===== src/rtl/ir_code_learn_and_replay_top_defines.svh =====
// Assertion macros for the IR learning remote top level.
// Both expect clk and rst_n in scope.
`ifndef IR_CODE_LEARN_AND_REPLAY_TOP_DEFINES_SVH
`define IR_CODE_LEARN_AND_REPLAY_TOP_DEFINES_SVH

// same-cycle implication
`define IRCLR_ASSERT_SAME(label, ante, cons, msg) \
    label: assert property (@(posedge clk) disable iff (!rst_n) (ante) |-> (cons)) \
        else $error(msg);

// next-cycle implication
`define IRCLR_ASSERT_NEXT(label, ante, cons, msg) \
    label: assert property (@(posedge clk) disable iff (!rst_n) (ante) |=> (cons)) \
        else $error(msg);

`endif


===== src/rtl/irclr_pkg.sv =====
package irclr_pkg;

    localparam int IRC_NUM_MODES     = 3;
    localparam int IRC_NUM_CODES     = 14;
    localparam int IRC_MAX_EDGES     = 255;
    localparam logic [15:0] FIRST_PERIOD_RESET = 16'd640;

    localparam logic [4:0] KEY_OK    = 5'd1;
    localparam logic [4:0] KEY_COPY  = 5'd2;
    localparam int         KEY_CODE0 = 3;

    typedef enum logic [1:0] {
        ACT_MODE   = 2'd0,
        ACT_KEY    = 2'd1,
        ACT_EDGE   = 2'd2,
        ACT_PERIOD = 2'd3
    } action_t;

    typedef enum logic [1:0] {
        ST_IDLE = 2'd0,
        ST_RX   = 2'd1,
        ST_TX   = 2'd2
    } status_t;

    typedef enum logic [1:0] {
        KIND_NONE,
        KIND_OK,
        KIND_COPY,
        KIND_CODE
    } key_kind_t;

    typedef enum logic [2:0] {
        CS_WAIT,
        CS_EXEC,
        CS_CNT_RD,
        CS_CNT_LD,
        CS_DECIDE,
        CS_TX_DATA,
        CS_FINISH
    } ctl_state_t;

    typedef struct packed {
        logic take;
        logic mode_step;
        logic set_copy;
        logic clr_copy;
        logic go_idle;
        logic set_code;
        logic cnt_load;
        logic rx_start;
        logic tx_start;
        logic rx_edge;
        logic tx_step;
        logic tx_end;
        logic flag_no_code;
        logic out_load;
    } cmd_t;

    typedef struct packed {
        action_t   action;
        key_kind_t key_kind;
        logic      copy;
        logic      is_rx;
        logic      is_tx;
        logic      cnt_zero;
        logic      cnt_full;
        logic      idx_lt_cnt;
        logic      out_free;
    } stat_t;

endpackage


===== src/rtl/irclr_ctrl.sv =====
module irclr_ctrl
    import irclr_pkg::*;
(
    input  logic  clk,
    input  logic  rst_n,
    input  logic  in_valid,
    output logic  in_stall,
    input  stat_t stat,
    output cmd_t  cmd
);

    ctl_state_t state_reg;
    ctl_state_t state_next;

    always_ff @(posedge clk or negedge rst_n)
    begin
        if (!rst_n)
        begin
            state_reg <= CS_WAIT;
        end
        else
        begin
            state_reg <= state_next;
        end
    end

    assign in_stall = (state_reg != CS_WAIT);

    always_comb
    begin
        state_next = state_reg;
        cmd        = '0;
        case (state_reg)
            CS_WAIT:
            begin
                if (in_valid)
                begin
                    cmd.take   = 1'b1;
                    state_next = CS_EXEC;
                end
            end
            CS_EXEC:
            begin
                state_next = CS_FINISH;
                case (stat.action)
                    ACT_MODE:
                    begin
                        if (!stat.is_tx)
                        begin
                            cmd.mode_step = 1'b1;
                            state_next    = CS_CNT_RD;
                        end
                    end
                    ACT_KEY:
                    begin
                        if (!stat.is_tx)
                        begin
                            case (stat.key_kind)
                                KIND_COPY: cmd.set_copy = 1'b1;
                                KIND_OK:   cmd.clr_copy = 1'b1;
                                KIND_CODE:
                                begin
                                    cmd.set_code = 1'b1;
                                    state_next   = CS_CNT_RD;
                                end
                                default:   cmd.go_idle = 1'b1;
                            endcase
                        end
                    end
                    ACT_EDGE:
                    begin
                        if (stat.is_rx && !stat.cnt_full)
                        begin
                            cmd.rx_edge = 1'b1;
                        end
                    end
                    default:
                    begin
                        if (stat.is_tx)
                        begin
                            if (stat.idx_lt_cnt)
                            begin
                                // store read of the next interval lands next cycle
                                state_next = CS_TX_DATA;
                            end
                            else
                            begin
                                cmd.tx_end = 1'b1;
                            end
                        end
                    end
                endcase
            end
            CS_CNT_RD:
            begin
                state_next = CS_CNT_LD;
            end
            CS_CNT_LD:
            begin
                cmd.cnt_load = 1'b1;
                state_next   = (stat.action == ACT_KEY) ? CS_DECIDE : CS_FINISH;
            end
            CS_DECIDE:
            begin
                if (stat.copy)
                begin
                    cmd.rx_start = 1'b1;
                end
                else if (!stat.cnt_zero)
                begin
                    cmd.tx_start = 1'b1;
                end
                else
                begin
                    cmd.flag_no_code = 1'b1;
                end
                state_next = CS_FINISH;
            end
            CS_TX_DATA:
            begin
                cmd.tx_step = 1'b1;
                state_next  = CS_FINISH;
            end
            CS_FINISH:
            begin
                if (stat.out_free)
                begin
                    cmd.out_load = 1'b1;
                    state_next   = CS_WAIT;
                end
            end
            default:
            begin
                state_next = CS_WAIT;
            end
        endcase
    end

endmodule


===== config.mk =====
export PLATFORM = sky130hd
export DESIGN_NAME = irclr_ctrl
export DESIGN_NICKNAME = d
export VERILOG_FILES = /design/src/rtl/ir_code_learn_and_replay_top_defines.svh /design/src/rtl/irclr_pkg.sv /design/src/rtl/irclr_ctrl.sv
export SDC_FILE = /design/constraint.sdc
export NUM_CORES = 1
export LEC_CHECK = 0
export BUFFER_PORTS_ARGS = -buffer_cell sky130_fd_sc_hd__buf_2
export CORE_AREA = 5 5 42 44
export CTS_BUF_LIST = sky130_fd_sc_hd__clkbuf_4
export CTS_CLUSTER_DIAMETER = 40
export CTS_CLUSTER_SIZE = 28
export DETAILED_ROUTE_END_ITERATION = 10
export DIE_AREA = 0 0 47 49
export GPL_TIMING_DRIVEN = 0
export SYNTH_ARGS = -nofsm -noshare
export SYNTH_HDL_FRONTEND = slang
export SYNTH_SLANG_ARGS = --single-unit

===== constraint.sdc =====
create_clock -name clk -period 1.55 [get_ports clk]
set_clock_uncertainty 0.15 [all_clocks]
set_input_delay 0.0775 -clock clk [delete_from_list [all_inputs] [get_ports clk]]
set_output_delay 0.0775 -clock clk [all_outputs]
set_load 0.02 [all_outputs]

==> flow_summary.toml <==
[layout]
nets = 101
fillers = 138
instances_no_fill = 102
multi_input_area_sq_um = 330
largest_register_ffs = 3
antenna_cells = 0
register_area_sq_um = 77.6
postLayoutCoreUtil_pct = 51.9
area_delta_synth_final_pct = 95.6
layout-drive-gt1-share_pct = 67.4

[grt]
grt_usage_pct = 10.6
grt_pass1_wl_microns = 1810
grt_overflow = 0
grt_max_degree = 9
grt_pass1_vias = 480
antenna_found_initial = 0

[yosys]
synth_cell_types = 27
syn_nets = 60
yosys_warnings = 0
syn-mean-instance-area_sq_um = 8.08
ys.flop_type = "dfrtp_1"
synth_edf_count = 0
synth-seq-cells = 3
mappedNetlistArea_sq_um = 372
netlist_instances = 46
synth_top_area_cell = "dfrtp_1"
synthTopCellsByArea = "dfrtp_1 (20%), nor2_1 (7.1%), nand2_1 (6.1%)"
async_reset_ff_share_pct = 100
yosysSeqAreaShare_pct = 20.2
netlist_top_cells_count = "nor2_1 (7), nand2_1 (6), dfrtp_1 (3), inv_1 (3)"
yosysTopAreaCellShare_pct = 20.2
synth.most_common_cell = "nor2_1"

[clocking]
clk_pin_slew_ns = 0.04
clk_latency_ns = 0.23
cts_tree = "done"
cts_buffers = 3
clockBufferDepth = 2
root_buffer = "clkbuf_4"
clkSinkCount = 3
cts-htree-levels = 1

[power_and_ir_drop]
swShare_pct = 42.8
comb_power_share_pct = 68.2
power.share.sequential_pct = 17.0
ir_drop_mv = 0.591
internal_power_uw = 593
switching_power_uw = 444
pwr-share-clk_pct = 14.7
leakage_uw = 0.000339
p_per_area_mw_per_mm2 = 1430

[status]
violations = "setup timing"
status = "finished with violations"

[detailed_routing]
dr.pass1.iters = 2
drcViolationCount = 0
postRouteAntennaNets = 0
wl_per_cell_microns = 11.6
post_drt_via_cell_ratio = 4.74
drtIter0Drc = 2
vias = 483
wirelength_microns = 1180

[critical_path]
required_ns = 1.32
end_kind = "output port"
arrival_ns = 1.33
start_kind = "register"
crit_type = "reg -> out"
r2r_start = "state_reg[1]"
crit_path_start = "state_reg[1]"
critPathMaxFanout = 4

[worst_hold_path]
hp-class = "in -> reg"
min_from = "stat[0]"

[timing]
max_slew.worst_pin.slew_ns = 0.259
hold_viol = 0
max_slew_margin_pct = 82.7
setup_viol = 4
min_period_ns = 1.56
maxClockFrequency_ghz = 0.642
slew_violations = 0
rsz0062_at_grt = "true"
timing.final.crit_share_pct = 100
tns_ns = -0.0209
worst_slack_ns = -0.00764

[floorplanning]
die_width_microns = 47
io_pins = 29
dieArea_sq_mm = 0.00230
start_util_pct = 26.5
fp.dieH_microns = 49
rows = 14
coreArea_sq_mm = 0.00140

[place]
gp_congestion = 0.667
post-place-ws_ns = 0.159
hpwl_microns = 793
dp.cells = 89
port_buffers = 27

[flow_run]
maxCapViolCount = 0
through the flow:
stage | instance area, sq um | power, uW | hold slack, ns
3_5_place_dp | 527 | 630 | -0.276
6_report | 727 | 1040 | 0.0246
3_3_place_gp | 527 | 626 | -0.276
5_1_grt | 727 | 1110 | 0.0332
4_1_cts | 654 | 961 | 0.0267
2_1_floorplan | 372 | 507 | -0.368
cells by family (layout without fill, tap and decap cells):
logic type             count (synthesis)  count (layout)  share of synthesized area [%]
buffers and inverters                  5              45                           7.07
DFF                                    3               3                           20.2
AOI/OAI and AO/OA                      5               5                           11.4
and+or+nand+nor                       33              33                           61.3
timing repair:
action / 4_1_cts / 5_1_grt
setup buffers: 7 / 0
endpoints found under the setup margin: 10 / 9
pin swaps: 4 / 4
gates resized for setup: 8 / 17
hold buffers: 2 / 0
endpoints found under the hold margin: 4 / 0
metal layers:
metal / wire length, microns / vias to the layer above / global-route usage (%)
li1: - / 247 / -
met1: 540 / 211 / 14.6
met2: 530 / 23 / 14.7
met3: 89 / 2 / 0.369
met4: 21 / 0 / 8.29
met5: 0 / - / 0
cell type report:
| cell class | count | area share, % |
|---|---|---|
| tap | 16 | 2.75 |
| clock buffer | 4 | 4.13 |
| buffer | 2 | 2.58 |
| inverter | 3 | 1.55 |
| sequential | 3 | 10.7 |
| timing repair buffer | 36 | 32.9 |
| multi-input combinational | 38 | 45.4 |
placed cells by master, fill, tap and decap left out, types with 2 or more instances in the layout:
master,count
nand2b_4,2
dfrtp_2,2
buf_6,2
clkbuf_4,4
nor3_2,3
buf_4,18
nor2_1,7
nand4_1,2
inv_1,3
dlygate4sd3_1,2
buf_2,16
nand2_1,6
nor4_4,2
final timing paths:
path | slack (ns) | endpoint | depth (start not counted)
worst min-delay path | 0.02 | state_reg[2] | 4
worst max-delay path | -0.008 | cmd[8] | 5
min in group asynchronous | 0.04 | state_reg[0] | 2
max in group asynchronous | 1.09 | state_reg[2] | 2
worst max register to register | 0.28 | state_reg[2] | 4
worst min register to register | 0.52 | state_reg[0] | 2
critical path: stages, from the launching register on:
cell	delay, ns
dfrtp_1	0.37
buf_6	0.13
nor3b_4	0.20
nand4_1	0.13
nor2_1	0.11
buf_4	0.15
power groups by stage:
stage / Sequential (uW) / Clock (uW) / Combinational, uW
floorplan: 163 / 0 / 343
global placement: 182 / 0 / 444
detailed placement: 183 / 0 / 447
CTS: 165 / 161 / 635
global route: 183 / 164 / 761
finish: 177 / 153 / 708
Note: power is estimated with default switching activity, not from simulation.
